[config.mk]
export PLATFORM = sky130hd
export DESIGN_NAME = ticket_mutex_node
export DESIGN_NICKNAME = d
export VERILOG_FILES = /design/src/rtl/core/tmn_pkg.sv /design/src/rtl/core/ticket_mutex_node.sv /design/src/rtl/core/tmn_ctrl.sv /design/src/rtl/core/tmn_dpath.sv
export SDC_FILE = /design/constraint.sdc
export NUM_CORES = 1
export LEC_CHECK = 0
export BUFFER_PORTS_ARGS = -buffer_cell sky130_fd_sc_hd__clkbuf_2
export CAP_MARGIN = 40
export CORE_MARGIN = 8
export CORE_UTILIZATION = 60
export CTS_CLUSTER_DIAMETER = 200
export CTS_CLUSTER_SIZE = 25
export DETAILED_ROUTE_END_ITERATION = 16
export PLACE_DENSITY = 0.89
export SYNTH_ARGS = -nofsm -noshare
export SYNTH_HDL_FRONTEND = slang
export SYNTH_SLANG_ARGS = --single-unit
[constraint.sdc]
create_clock -name clk_i -period 5.36 [get_ports clk_i]
set_input_delay 1.072 -clock clk_i [delete_from_list [all_inputs] [get_ports clk_i]]
set_output_delay 1.072 -clock clk_i [all_outputs]
set_load 0.03 [all_outputs]
[src/rtl/core/tmn_pkg.sv]
// ----------------------------------------------------------------------------
// tmn_pkg
// Shared types and constants of the ticket mutex node: sizes, command and
// message codes, and the control and status bundles between the FSM and the
// datapath.
// ----------------------------------------------------------------------------
package tmn_pkg;

  localparam int NODES    = 3;
  localparam int ID_W     = 4;
  localparam int CMD_W    = 2;
  localparam int KIND_W   = 2;
  localparam int OFFSET_W = 10;
  localparam int TICKET_W = 32;
  localparam int CNT_W    = $clog2(NODES);
  localparam int QDEPTH   = NODES - 1;
  localparam int QIDX_W   = (NODES > 2) ? $clog2(NODES - 1) : 1;

  localparam logic [OFFSET_W-1:0] OFFSET_MAX = OFFSET_W'(999);
  localparam logic [TICKET_W-1:0] TICKET_MAX = '1;

  localparam logic [CMD_W-1:0] CMD_ENTER    = 2'd0;
  localparam logic [CMD_W-1:0] CMD_EXIT     = 2'd1;
  localparam logic [CMD_W-1:0] CMD_PEER_REQ = 2'd2;
  localparam logic [CMD_W-1:0] CMD_PEER_REP = 2'd3;

  localparam logic [KIND_W-1:0] KIND_REQUEST = 2'd0;
  localparam logic [KIND_W-1:0] KIND_REPLY   = 2'd1;
  localparam logic [KIND_W-1:0] KIND_GRANT   = 2'd2;

  localparam int ADDR_W = 3;
  localparam logic [0:0] REG_NODE_ID = 1'b0;

  typedef enum logic [1:0] {
    SRC_REQUEST,
    SRC_QUEUE,
    SRC_PEER,
    SRC_GRANT
  } tmn_src_e;

  typedef struct packed {
    logic     item_load;
    logic     do_enter;
    logic     do_exit;
    logic     do_peer_req;
    logic     do_peer_rep;
    logic     cnt_clr;
    logic     cnt_inc;
    logic     clr_deferred;
    logic     out_load;
    logic     out_last;
    tmn_src_e out_src;
  } tmn_ctrl_t;

  typedef struct packed {
    logic [CMD_W-1:0] cmd;
    logic             enter_ok;
    logic             peer_reply;
    logic             grant_now;
    logic             deferred_empty;
    logic             last_request;
    logic             last_queued;
    logic             out_free;
  } tmn_status_t;

endpackage

[src/rtl/core/ticket_mutex_node.sv]
// ----------------------------------------------------------------------------
// ticket_mutex_node
// One node of ticket-based distributed mutual exclusion with its node id
// register on an APB-style port.
// ----------------------------------------------------------------------------
//   channel  | direction | handshake             | payload
//   ---------+-----------+-----------------------+-------------------------------
//   input    | in        | in_valid_i/in_ready_o | cmd, rand_offset, peer_ticket,
//            |           |                       | peer_id
//   output   | out       | out_valid_o/out_ready_i | msg_kind, dest_id, msg_ticket,
//            |           |                       | last
//   config   | in/out    | psel/penable/pready   | paddr, pwdata, prdata
//
// A request is taken in the idle state and decided in the cycle after.  It
// causes NODES-1 messages on an accepted enter, one per deferred peer on exit
// and at most one otherwise.  The sequencer handles one request at a time;
// the output register lets it take the next request while the last message
// waits.  Reset clears all control state; a stalled output holds the sequencer
// in its sending state.
module ticket_mutex_node
  import tmn_pkg::*;
(
  input  logic                clk_i,
  input  logic                rst_ni,
  input  logic                in_valid_i,
  output logic                in_ready_o,
  input  logic [CMD_W-1:0]    cmd_i,
  input  logic [OFFSET_W-1:0] rand_offset_i,
  input  logic [TICKET_W-1:0] peer_ticket_i,
  input  logic [ID_W-1:0]     peer_id_i,
  output logic                out_valid_o,
  input  logic                out_ready_i,
  output logic [KIND_W-1:0]   msg_kind_o,
  output logic [ID_W-1:0]     dest_id_o,
  output logic [TICKET_W-1:0] msg_ticket_o,
  output logic                last_o,
  input  logic                psel,
  input  logic                penable,
  input  logic                pwrite,
  input  logic [ADDR_W-1:0]   paddr,
  input  logic [31:0]         pwdata,
  output logic [31:0]         prdata,
  output logic                pready
);

  logic [ID_W-1:0] node_id_q;
  tmn_ctrl_t       ctrl;
  tmn_status_t     status;

  assign pready = 1'b1;

  always_ff @(posedge clk_i or negedge rst_ni) begin
    if (!rst_ni) begin
      node_id_q <= '0;
    end else if (psel && penable && pwrite && (paddr[2] == REG_NODE_ID)) begin
      node_id_q <= pwdata[ID_W-1:0];
    end
  end

  assign prdata = (paddr[2] == REG_NODE_ID) ? 32'(node_id_q) : '0;

  tmn_ctrl u_ctrl (
    .clk_i      (clk_i),
    .rst_ni     (rst_ni),
    .in_valid_i (in_valid_i),
    .in_ready_o (in_ready_o),
    .status_i   (status),
    .ctrl_o     (ctrl)
  );

  tmn_dpath u_dpath (
    .clk_i         (clk_i),
    .rst_ni        (rst_ni),
    .node_id_i     (node_id_q),
    .cmd_i         (cmd_i),
    .rand_offset_i (rand_offset_i),
    .peer_ticket_i (peer_ticket_i),
    .peer_id_i     (peer_id_i),
    .ctrl_i        (ctrl),
    .status_o      (status),
    .out_valid_o   (out_valid_o),
    .out_ready_i   (out_ready_i),
    .msg_kind_o    (msg_kind_o),
    .dest_id_o     (dest_id_o),
    .msg_ticket_o  (msg_ticket_o),
    .last_o        (last_o)
  );

endmodule

[src/rtl/core/tmn_ctrl.sv]
// ----------------------------------------------------------------------------
// tmn_ctrl
// Sequencer of the ticket mutex node: takes a request, lets the datapath
// decide on it and steps through the resulting messages.
// ----------------------------------------------------------------------------
module tmn_ctrl
  import tmn_pkg::*;
(
  input  logic        clk_i,
  input  logic        rst_ni,
  input  logic        in_valid_i,
  output logic        in_ready_o,
  input  tmn_status_t status_i,
  output tmn_ctrl_t   ctrl_o
);

  localparam logic [2:0] S_IDLE  = 3'd0;
  localparam logic [2:0] S_EXEC  = 3'd1;
  localparam logic [2:0] S_REQ   = 3'd2;
  localparam logic [2:0] S_REP   = 3'd3;
  localparam logic [2:0] S_REPLY = 3'd4;
  localparam logic [2:0] S_GRANT = 3'd5;

  logic [2:0] state_q, state_d;

  always_ff @(posedge clk_i or negedge rst_ni) begin
    if (!rst_ni) begin
      state_q <= S_IDLE;
    end else begin
      state_q <= state_d;
    end
  end

  always_comb begin
    state_d    = state_q;
    ctrl_o     = '0;
    in_ready_o = 1'b0;
    case (state_q)
      S_IDLE: begin
        in_ready_o = 1'b1;
        if (in_valid_i) begin
          ctrl_o.item_load = 1'b1;
          state_d          = S_EXEC;
        end
      end
      S_EXEC: begin
        case (status_i.cmd)
          CMD_ENTER: begin
            if (status_i.enter_ok) begin
              ctrl_o.do_enter = 1'b1;
              ctrl_o.cnt_clr  = 1'b1;
              state_d         = S_REQ;
            end else begin
              state_d = S_IDLE;
            end
          end
          CMD_EXIT: begin
            ctrl_o.do_exit = 1'b1;
            ctrl_o.cnt_clr = 1'b1;
            state_d        = status_i.deferred_empty ? S_IDLE : S_REP;
          end
          CMD_PEER_REQ: begin
            ctrl_o.do_peer_req = 1'b1;
            state_d            = status_i.peer_reply ? S_REPLY : S_IDLE;
          end
          CMD_PEER_REP: begin
            ctrl_o.do_peer_rep = 1'b1;
            state_d            = status_i.grant_now ? S_GRANT : S_IDLE;
          end
          default: state_d = S_IDLE;
        endcase
      end
      S_REQ: begin
        ctrl_o.out_src  = SRC_REQUEST;
        ctrl_o.out_last = status_i.last_request;
        if (status_i.out_free) begin
          ctrl_o.out_load = 1'b1;
          ctrl_o.cnt_inc  = 1'b1;
          if (status_i.last_request) begin
            state_d = S_IDLE;
          end
        end
      end
      S_REP: begin
        ctrl_o.out_src  = SRC_QUEUE;
        ctrl_o.out_last = status_i.last_queued;
        if (status_i.out_free) begin
          ctrl_o.out_load = 1'b1;
          ctrl_o.cnt_inc  = 1'b1;
          if (status_i.last_queued) begin
            ctrl_o.clr_deferred = 1'b1;
            state_d             = S_IDLE;
          end
        end
      end
      S_REPLY: begin
        ctrl_o.out_src  = SRC_PEER;
        ctrl_o.out_last = 1'b1;
        if (status_i.out_free) begin
          ctrl_o.out_load = 1'b1;
          state_d         = S_IDLE;
        end
      end
      S_GRANT: begin
        ctrl_o.out_src  = SRC_GRANT;
        ctrl_o.out_last = 1'b1;
        if (status_i.out_free) begin
          ctrl_o.out_load = 1'b1;
          state_d         = S_IDLE;
        end
      end
      default: state_d = S_IDLE;
    endcase
  end

endmodule

[src/rtl/core/tmn_dpath.sv]
// ----------------------------------------------------------------------------
// tmn_dpath
// Datapath of the ticket mutex node: request registers, ticket arithmetic,
// deferred queue, message counter and the output register.
// ----------------------------------------------------------------------------
module tmn_dpath
  import tmn_pkg::*;
(
  input  logic                clk_i,
  input  logic                rst_ni,
  input  logic [ID_W-1:0]     node_id_i,
  input  logic [CMD_W-1:0]    cmd_i,
  input  logic [OFFSET_W-1:0] rand_offset_i,
  input  logic [TICKET_W-1:0] peer_ticket_i,
  input  logic [ID_W-1:0]     peer_id_i,
  input  tmn_ctrl_t           ctrl_i,
  output tmn_status_t         status_o,
  output logic                out_valid_o,
  input  logic                out_ready_i,
  output logic [KIND_W-1:0]   msg_kind_o,
  output logic [ID_W-1:0]     dest_id_o,
  output logic [TICKET_W-1:0] msg_ticket_o,
  output logic                last_o
);

  logic [CMD_W-1:0]    cmd_q;
  logic [OFFSET_W-1:0] offset_q;
  logic [TICKET_W-1:0] pticket_q;
  logic [ID_W-1:0]     pid_q;

  logic                wanting_q;
  logic [TICKET_W-1:0] own_ticket_q, highest_q;
  logic [ID_W-1:0]     reply_cnt_q;
  logic [CNT_W-1:0]    defer_cnt_q;
  logic [ID_W-1:0]     defer_q [QDEPTH];
  logic [CNT_W-1:0]    cnt_q;

  logic                out_valid_q, last_q;
  logic [KIND_W-1:0]   kind_q;
  logic [ID_W-1:0]     dest_q;
  logic [TICKET_W-1:0] ticket_q;

  logic [OFFSET_W-1:0] offset_sat;
  logic [TICKET_W:0]   ticket_sum;
  logic [TICKET_W-1:0] new_ticket;
  logic                peer_reply;
  logic [ID_W-1:0]     reply_next;
  logic                grant_now;
  logic [ID_W-1:0]     cnt_ext, req_dest;
  logic                out_free;
  logic [KIND_W-1:0]   kind_d;
  logic [ID_W-1:0]     dest_d;
  logic [TICKET_W-1:0] ticket_d;

  always_ff @(posedge clk_i) begin
    if (ctrl_i.item_load) begin
      cmd_q     <= cmd_i;
      offset_q  <= rand_offset_i;
      pticket_q <= peer_ticket_i;
      pid_q     <= peer_id_i;
    end
  end

  assign offset_sat = (offset_q > OFFSET_MAX) ? OFFSET_MAX : offset_q;
  assign ticket_sum = {1'b0, highest_q} + (TICKET_W + 1)'(offset_sat);
  assign new_ticket = ticket_sum[TICKET_W] ? TICKET_MAX : ticket_sum[TICKET_W-1:0];

  assign peer_reply = !wanting_q || (pticket_q < own_ticket_q) ||
                      ((pticket_q == own_ticket_q) && (pid_q < node_id_i));

  assign reply_next = reply_cnt_q + ID_W'(1);
  assign grant_now  = wanting_q && (reply_next == ID_W'(NODES - 1));

  always_ff @(posedge clk_i or negedge rst_ni) begin
    if (!rst_ni) begin
      wanting_q    <= 1'b0;
      own_ticket_q <= '0;
      highest_q    <= '0;
      reply_cnt_q  <= '0;
      defer_cnt_q  <= '0;
      cnt_q        <= '0;
    end else begin
      if (ctrl_i.do_enter) begin
        wanting_q    <= 1'b1;
        own_ticket_q <= new_ticket;
        reply_cnt_q  <= '0;
      end
      if (ctrl_i.do_exit) begin
        wanting_q <= 1'b0;
      end
      if (ctrl_i.do_peer_req) begin
        if (peer_reply) begin
          if (pticket_q > highest_q) begin
            highest_q <= pticket_q;
          end
        end else if (defer_cnt_q < CNT_W'(QDEPTH)) begin
          defer_cnt_q <= defer_cnt_q + CNT_W'(1);
        end
      end
      if (ctrl_i.do_peer_rep && wanting_q) begin
        reply_cnt_q <= grant_now ? '0 : reply_next;
      end
      if (ctrl_i.clr_deferred) begin
        defer_cnt_q <= '0;
      end
      if (ctrl_i.cnt_clr) begin
        cnt_q <= '0;
      end else if (ctrl_i.cnt_inc) begin
        cnt_q <= cnt_q + CNT_W'(1);
      end
    end
  end

  always_ff @(posedge clk_i) begin
    if (ctrl_i.do_peer_req && !peer_reply && (defer_cnt_q < CNT_W'(QDEPTH))) begin
      defer_q[defer_cnt_q[QIDX_W-1:0]] <= pid_q;
    end
  end

  assign cnt_ext  = ID_W'(cnt_q);
  assign req_dest = (cnt_ext < node_id_i) ? cnt_ext : cnt_ext + ID_W'(1);
  assign out_free = !out_valid_q || out_ready_i;

  always_comb begin
    kind_d   = KIND_GRANT;
    dest_d   = '0;
    ticket_d = '0;
    case (ctrl_i.out_src)
      SRC_REQUEST: begin
        kind_d   = KIND_REQUEST;
        dest_d   = req_dest;
        ticket_d = own_ticket_q;
      end
      SRC_QUEUE: begin
        kind_d = KIND_REPLY;
        dest_d = defer_q[cnt_q[QIDX_W-1:0]];
      end
      SRC_PEER: begin
        kind_d = KIND_REPLY;
        dest_d = pid_q;
      end
      SRC_GRANT: begin
        kind_d = KIND_GRANT;
      end
      default: kind_d = KIND_GRANT;
    endcase
  end

  always_ff @(posedge clk_i or negedge rst_ni) begin
    if (!rst_ni) begin
      out_valid_q <= 1'b0;
    end else if (ctrl_i.out_load) begin
      out_valid_q <= 1'b1;
    end else if (out_ready_i) begin
      out_valid_q <= 1'b0;
    end
  end

  always_ff @(posedge clk_i) begin
    if (ctrl_i.out_load) begin
      kind_q   <= kind_d;
      dest_q   <= dest_d;
      ticket_q <= ticket_d;
      last_q   <= ctrl_i.out_last;
    end
  end

  assign status_o.cmd            = cmd_q;
  assign status_o.enter_ok       = !wanting_q;
  assign status_o.peer_reply     = peer_reply;
  assign status_o.grant_now      = grant_now;
  assign status_o.deferred_empty = (defer_cnt_q == '0);
  assign status_o.last_request   = (cnt_q == CNT_W'(NODES - 2));
  assign status_o.last_queued    = (cnt_q == defer_cnt_q - CNT_W'(1));
  assign status_o.out_free       = out_free;

  assign out_valid_o  = out_valid_q;
  assign msg_kind_o   = kind_q;
  assign dest_id_o    = dest_q;
  assign msg_ticket_o = ticket_q;
  assign last_o       = last_q;

endmodule

* Word level (Yosys, flattened, before mapping)
Memories as Yosys holds them, arrays and structs flattened. Index checks and enable logic that the tools add are counted.
Word-level totals: flip-flop bits (word level) 168, bits in latches 0, memory bits (writable) 8, memory bits (read-only) 0, bits of input ports 90, logic and storage cells 131, memories 1
Operators by class: add/sub/neg operators 6, multipliers 0, divide/modulo/power cells 0, $lt $le $gt $ge 6, eq/ne operators 22, shifts and indexed selects 0, muxes and demuxes 49, bitwise logic cells 1, reduce and logical (&&, ||, !) cells 29
Memories:
- u_dpath.defer_q | depth 2, width 4, rd ports 1, clocked after Yosys merged registers in 0, write ports 1, RTL line tmn_dpath.sv:35 | logic [ID_W-1:0] defer_q [QDEPTH];
Operators with widths (count):
- $add 32x10->33 | 1
- $eq 32x32->1 | 1
- $gt 32x32->1 | 1
- $lt 32x32->1 | 1
- $mux 32 | 1
- $mux 3 | 9
- $mux 4 | 5
- $mux 1 | 17
- $mux 2 | 8
- $pmux 4 s4 | 1
- $pmux 3 s5 | 1
- $pmux 3 s4 | 1
- $pmux 4 s3 | 1
- $reduce_bool 2->1 | 6
- $gt 10x10->1 const B | 1
- $mux 10 | 1
- $ne 2x1->1 const B | 5
- $eq 2x2->1 const B | 4
- $logic_and 1x1->1 | 8
- $eq 2x1->1 const B | 3
- $eq 3x2->1 const B | 2
- $eq 3x3->1 const B | 2
- $logic_not 2->1 | 3
- $pmux 2 s3 | 1
- other kinds (20) | 29

* Longest topological paths before layout
depth in word-level cells 8, depth in mapped cells 14

* Hierarchy
Synthesis repeated with hierarchy kept, for this count alone.
Unflattened totals: cell total of the unflattened synthesis 848, area, all modules 9806.9 um2
Modules (own cells, without submodules):
- tmn_dpath | times used 1, cells each 761, area each 9039.9 um2
- ticket_mutex_node | times used 1, cells each 44, area each 429.2 um2
- tmn_ctrl | times used 1, cells each 43, area each 337.8 um2

* Least setup slack after synthesis
Ideal clock, no wire load.
kind input to register, from input port out_ready_i, to register u_dpath.dest_q[0], in the netlist u_dpath.dest_id_o[0], enable pin, arrival time 2.782 ns, slack 2.143 ns, cell stages on the path 2, buffers on the path 0, cell sequence nor2b_1 > nor2_1
RTL lines:
- start: declaration | RTL line ticket_mutex_node.sv:32 | input logic out_ready_i,
- end signal: assignment | RTL line tmn_dpath.sv:162 | dest_q <= dest_d;
- end: declaration | RTL line tmn_dpath.sv:40 | logic [ID_W-1:0] dest_q;

* Worst setup path after layout
from register u_dpath.pticket_q[29], to register u_dpath.highest_q[28]
On the way: cells in the longest elaborated chain, start to end 4, elaborated cells between the ends (all ways) 7
RTL lines:
- start: declaration | RTL line tmn_dpath.sv:28 | logic [TICKET_W-1:0] pticket_q;
- start signal: assignment | RTL line tmn_dpath.sv:59 | pticket_q <= peer_ticket_i;
- $lt 32x32->1 or $eq 32x32->1 (tied branches) | RTL line tmn_dpath.sv:68, tmn_dpath.sv:69
- $logic_or 1x1->1 or $logic_and 1x1->1 (tied branches) | RTL line tmn_dpath.sv:68, tmn_dpath.sv:69
- $logic_or 1x1->1 | RTL line tmn_dpath.sv:68 | assign peer_reply = !wanting_q || (pticket_q < own_ticket_q) ||
- $reduce_and 3->1 (no line) (*)
- end signal: assignment | RTL line tmn_dpath.sv:94 | highest_q <= pticket_q;
- end: declaration | RTL line tmn_dpath.sv:32 | logic [TICKET_W-1:0] own_ticket_q, highest_q;
Mark *: on every way between the ends. The rest lies on a longest branch, timed or not. A chain may end at the register's enable or synchronous reset.

==> report_table.html <==
<table>
<tr><th>Metric</th><th>Value</th></tr>
<tr><th colspan="2">Run status</th></tr>
<tr><td>Status</td><td>complete, no violations</td></tr>
<tr><th colspan="2">Critical path</th></tr>
<tr><td>Slowest library cell on the worst path</td><td>nor4_1</td></tr>
<tr><td>Worst Reg-to-Reg Cells</td><td>9</td></tr>
<tr><td>Reg2reg start</td><td>u_dpath.pticket_q[29]</td></tr>
<tr><td>Critical Path Fanout Max</td><td>17</td></tr>
<tr><td>Critical Path, Cell by Cell</td><td>ha_1 -&gt; nand4_1 -&gt; nor4_1 -&gt; o2111ai_1 -&gt; and3_1 -&gt; a22oi_4 -&gt; o2111ai_4 -&gt; buf_4 -&gt; mux2_4</td></tr>
<tr><td>Kind of start point of the critical path</td><td>flop</td></tr>
<tr><td>Worst Path Arrival</td><td>between 4000 and 5000 ps</td></tr>
<tr><td>Endpoint kind of the worst setup timing path</td><td>flop</td></tr>
<tr><td>Kind of cell with the highest combined delay on the critical path</td><td>simple AND/OR/NAND/NOR gates</td></tr>
<tr><td>Critical path data required time</td><td>approximately 5700 ps</td></tr>
<tr><td>Number of buffers and inverters on the critical path</td><td>1</td></tr>
<tr><td>Slack of the worst reg-to-reg path</td><td>~1600 ps</td></tr>
<tr><td>Crit Path Category</td><td>reg -&gt; reg</td></tr>
<tr><td>CP max stage delay</td><td>roughly 680 ps</td></tr>
<tr><td>Reg2Reg Capture Point</td><td>u_dpath.highest_q[28]</td></tr>
<tr><th colspan="2">Clock network</th></tr>
<tr><td>CTS max path bufs</td><td>2</td></tr>
<tr><td>Buffer count from post-CTS setup fixing</td><td>0</td></tr>
<tr><td>Worst-path clk slew</td><td>60 ps</td></tr>
<tr><td>Cell at the root of the clock tree</td><td>clkbuf_16</td></tr>
<tr><td>Post-cts sizing count</td><td>0</td></tr>
<tr><td>Hold-fix buffers, CTS</td><td>0</td></tr>
<tr><td>Latest clock arrival within the worst-skew pair</td><td>440 ps</td></tr>
<tr><td>Number of buffers created by CTS</td><td>17</td></tr>
<tr><td>Clk sinks</td><td>176</td></tr>
<tr><td>TritonCTS clock tree</td><td>done</td></tr>
<tr><td># H-tree levels</td><td>4</td></tr>
<tr><th colspan="2">Finish</th></tr>
<tr><td>NumNets Final</td><td>1104</td></tr>
<tr><td>Most common cell after layout, fill and taps aside</td><td>clkbuf_2</td></tr>
<tr><td>Top library cells by usage in the layout, fill and taps aside</td><td>103 x clkbuf_2, 95 x edfxtp_1, 88 x ha_1</td></tr>
<tr><td>Area growth, synth to finish</td><td>13.2%</td></tr>
<tr><td>Fraction of final layout cells with drive strength greater than 1</td><td>0.205</td></tr>
<tr><td># diodes</td><td>0</td></tr>
<tr><th colspan="2">GRT</th></tr>
<tr><td>Global route total overflow</td><td>0</td></tr>
<tr><td>First-pass GRT wire length</td><td>33.2 mm</td></tr>
<tr><td>Global router's overall resource usage</td><td>0.210</td></tr>
<tr><td>Pin count of the biggest net entering global routing</td><td>46</td></tr>
<tr><td>Antenna violations before repair</td><td>0</td></tr>
<tr><td>Number of global-route vias before repair</td><td>6741</td></tr>
<tr><th colspan="2">Synthesis</th></tr>
<tr><td>Flip-flop cell with the highest count after synthesis</td><td>edfxtp_1</td></tr>
<tr><td>Asr flop ratio synth</td><td>0.460</td></tr>
<tr><td>Count of warnings emitted by yosys</td><td>0</td></tr>
<tr><td>Cell types with the largest area share after synthesis</td><td>edfxtp_1 30%, dfrtp_1 21%, ha_1 12%</td></tr>
<tr><td>Synth unique cells</td><td>slightly above 60</td></tr>
<tr><td>Mean instance size in the synthesized netlist</td><td>11.7 um2</td></tr>
<tr><td>Biggest area consumer among synthesized cells</td><td>edfxtp_1</td></tr>
<tr><td>Yosys top cell area share</td><td>0.299</td></tr>
<tr><td>Portion of the post-synthesis area used by sequential elements</td><td>0.512</td></tr>
<tr><td>Cell Area, Synth</td><td>9540 um2</td></tr>
<tr><td>Syn Inst Count</td><td>roughly 820</td></tr>
<tr><td>Post-synthesis register bit count</td><td>176</td></tr>
<tr><td>EDFF count, synth</td><td>95</td></tr>
<tr><th colspan="2">Route</th></tr>
<tr><td>Remaining antenna violation count after routing</td><td>0</td></tr>
<tr><td>Router iterations before antenna repair</td><td>6</td></tr>
<tr><td>Count of routing violations after the opening detailed-route iteration</td><td>between 500 and 600</td></tr>
<tr><td>Routed wire length</td><td>approximately 21 mm</td></tr>
<tr><td>Routed vias/inst</td><td>about 5.8</td></tr>
<tr><td>Routed wire length per instance</td><td>18.0 um</td></tr>
<tr><td>Vias</td><td>between 6000 and 7000</td></tr>
<tr><td>DR DRC count</td><td>0</td></tr>
<tr><th colspan="2">Timing</th></tr>
<tr><td>Measured slew at the worst slew-check pin</td><td>slightly below 900 ps</td></tr>
<tr><td>Shortest period the worst path allows</td><td>~3800 ps</td></tr>
<tr><td>Final setup violation count</td><td>0</td></tr>
<tr><td>Highest Clock Rate</td><td>264 MHz</td></tr>
<tr><td>Final Hold Fails</td><td>0</td></tr>
<tr><td>Share of the clock period used by the worst path after layout</td><td>0.705</td></tr>
<tr><td>RSZ-0062 raised after global routing</td><td>no</td></tr>
<tr><td>Number of pins with negative max-slew slack in the final report</td><td>0</td></tr>
<tr><td>Normalized max-slew margin</td><td>0.400</td></tr>
<tr><td>Final-layout setup total negative slack</td><td>0 ps</td></tr>
<tr><td>Worst clock skew on the final layout</td><td>roughly 8.5 ps</td></tr>
<tr><th colspan="2">Power</th></tr>
<tr><td>Combinational share of power</td><td>0.441</td></tr>
<tr><td>Highest ir drop seen on vdd</td><td>0.000299 V</td></tr>
<tr><td>Switching Fraction</td><td>0.397</td></tr>
<tr><td>Static leakage</td><td>approximately 4.8 nW</td></tr>
<tr><td>Internal power summed over all cells</td><td>a little under 4 mW</td></tr>
<tr><td>Areal power density over the cells</td><td>just over 600 nW/um2</td></tr>
<tr><td>Design Power</td><td>6.56 mW</td></tr>
<tr><td>Clock share of power</td><td>0.182</td></tr>
<tr><td>Net switching power of the design</td><td>roughly 2.6 mW</td></tr>
<tr><td>Sequential Power Share</td><td>0.377</td></tr>
<tr><th colspan="2">Floorplan</th></tr>
<tr><td>Horiz. Die Dim</td><td>142 um</td></tr>
<tr><td>Die boundary height</td><td>142 um</td></tr>
<tr><td>Core Rows</td><td>46</td></tr>
<tr><td>Die footprint</td><td>approximately 20000 um2</td></tr>
<tr><td>Area inside the core boundary</td><td>around 16000 um2</td></tr>
<tr><td>Number of placed I/O pins</td><td>~160</td></tr>
<tr><td>Starting density of the core</td><td>0.607</td></tr>
<tr><th colspan="2">Min path</th></tr>
<tr><td>Hold EP</td><td>node_id_q[1]</td></tr>
<tr><td>Class of the tightest hold or removal check</td><td>reg -&gt; reg</td></tr>
<tr><td>Number of cells on the worst hold path</td><td>1</td></tr>
<tr><td>Worst min-delay path startpoint</td><td>node_id_q[1]</td></tr>
<tr><th colspan="2">Placement</th></tr>
<tr><td>Total of buffers placed on input and output ports</td><td>about 100</td></tr>
<tr><td>Final HPWL DP</td><td>between 15 and 20 mm</td></tr>
<tr><td>Routability congestion estimate from global placement</td><td>roughly 0.92</td></tr>
<tr><th colspan="2">Flow run</th></tr>
<tr><td>Number of max-cap violations</td><td>0</td></tr>
</table>
-- metrics by stage --
stage	hold WS, ps	setup WS [ps]	cell area [um2]	util	instances
6_report	508	1580	10800	0.687	1154
4_1_cts	510	1560	10800	0.687	1154
3_3_place_gp	488	1840	10100	0.646	1118
2_1_floorplan	459	2140	9640	-	843
3_5_place_dp	496	1580	10200	0.651	1122
5_1_grt	546	1440	10800	0.687	1154
-- kinds of logic (layout without fill, tap and decap cells) --
group,count (synthesis),after routing,synth area share
xor gates and xnor gates,28,28,0.0257
and+or+nand+nor,201,201,0.111
adders and majority gates,89,89,0.118
AOI/OAI and AO/OA,152,152,0.108
DFF,176,176,0.512
muxes,42,42,0.0611
buffers and inverters,126,221,0.0642
other,2,29,0.000787
-- final cells by class --
type                            count  area (um2)
Tap cell                          216         270
Clock inverter                      9         111
Timing Repair Buffer              112         631
Fill cell                        1075        4920
Multi-Input combinational cell    541        4160
Inverter                           77         289
Clock buffer                       23         458
Sequential cell                   176        4880
-- metal layers --
layer  up-vias  share of wire  track usage
li1       3103              -            -
met1      3250           0.41        0.251
met3        47          0.068       0.0547
met2       247           0.50        0.354
met5         -              0            0
met4         0          0.026       0.0837
-- cells in the mapped netlist (all sizes together), types with 9 or more instances --
| master | count |
|---|---|
| nand2 | 39 |
| o21ai | 29 |
| nor3 | 12 |
| nand4 | 17 |
| ha | 88 |
| mux2 | 40 |
| nand3 | 15 |
| clkbuf | 15 |
| edfxtp | 95 |
| nor4 | 9 |
| dfrtp | 81 |
| inv | 77 |
| buf | 34 |
| xnor2 | 20 |
| nor2 | 33 |
| and2 | 39 |
| a21oi | 39 |
| a22oi | 29 |
-- state kept, by name (all words and copies together) (netlist names) --
register / flops
node_id_q: 4
u_ctrl.state_q: 3
u_dpath.cmd_q: 2
u_dpath.cnt_q: 2
u_dpath.defer_cnt_q: 2
u_dpath.defer_q: 8
u_dpath.dest_id_o: 4
u_dpath.highest_q: 32
u_dpath.last_o: 1
u_dpath.msg_kind_o: 2
u_dpath.msg_ticket_o: 32
u_dpath.offset_q: 10
u_dpath.out_valid_o: 1
u_dpath.own_ticket_q: 32
u_dpath.pid_q: 4
u_dpath.pticket_q: 32
u_dpath.reply_cnt_q: 4
u_dpath.wanting_q: 1
-- power by group through the flow --
| stage | registers (mW) | logic (mW) | clock network [mW] |
|---|---|---|---|
| floorplan | 2.65 | 1.89 | 0 |
| global placement | 2.45 | 2.68 | 0 |
| detailed placement | 2.47 | 2.85 | 0 |
| CTS | 2.46 | 2.89 | 1.21 |
| global route | 2.52 | 3.19 | 1.27 |
| finish | 2.47 | 2.90 | 1.20 |
-- how the worst max path moves through the flow --
stage / from / end / cells past startpoint
final: u_dpath.pticket_q[29] / u_dpath.highest_q[28] / 9
after global routing: u_dpath.pticket_q[31] / u_dpath.highest_q[3] / 9
after CTS: u_dpath.pticket_q[29] / u_dpath.highest_q[28] / 9
after detailed placement: u_dpath.pticket_q[31] / u_dpath.highest_q[18] / 9
after global placement: u_dpath.pticket_q[31] / u_dpath.highest_q[22] / 9
after floorplan: out_ready_i / u_dpath.dest_id_o[0] / 2
(Power assumes the default switching activity.)
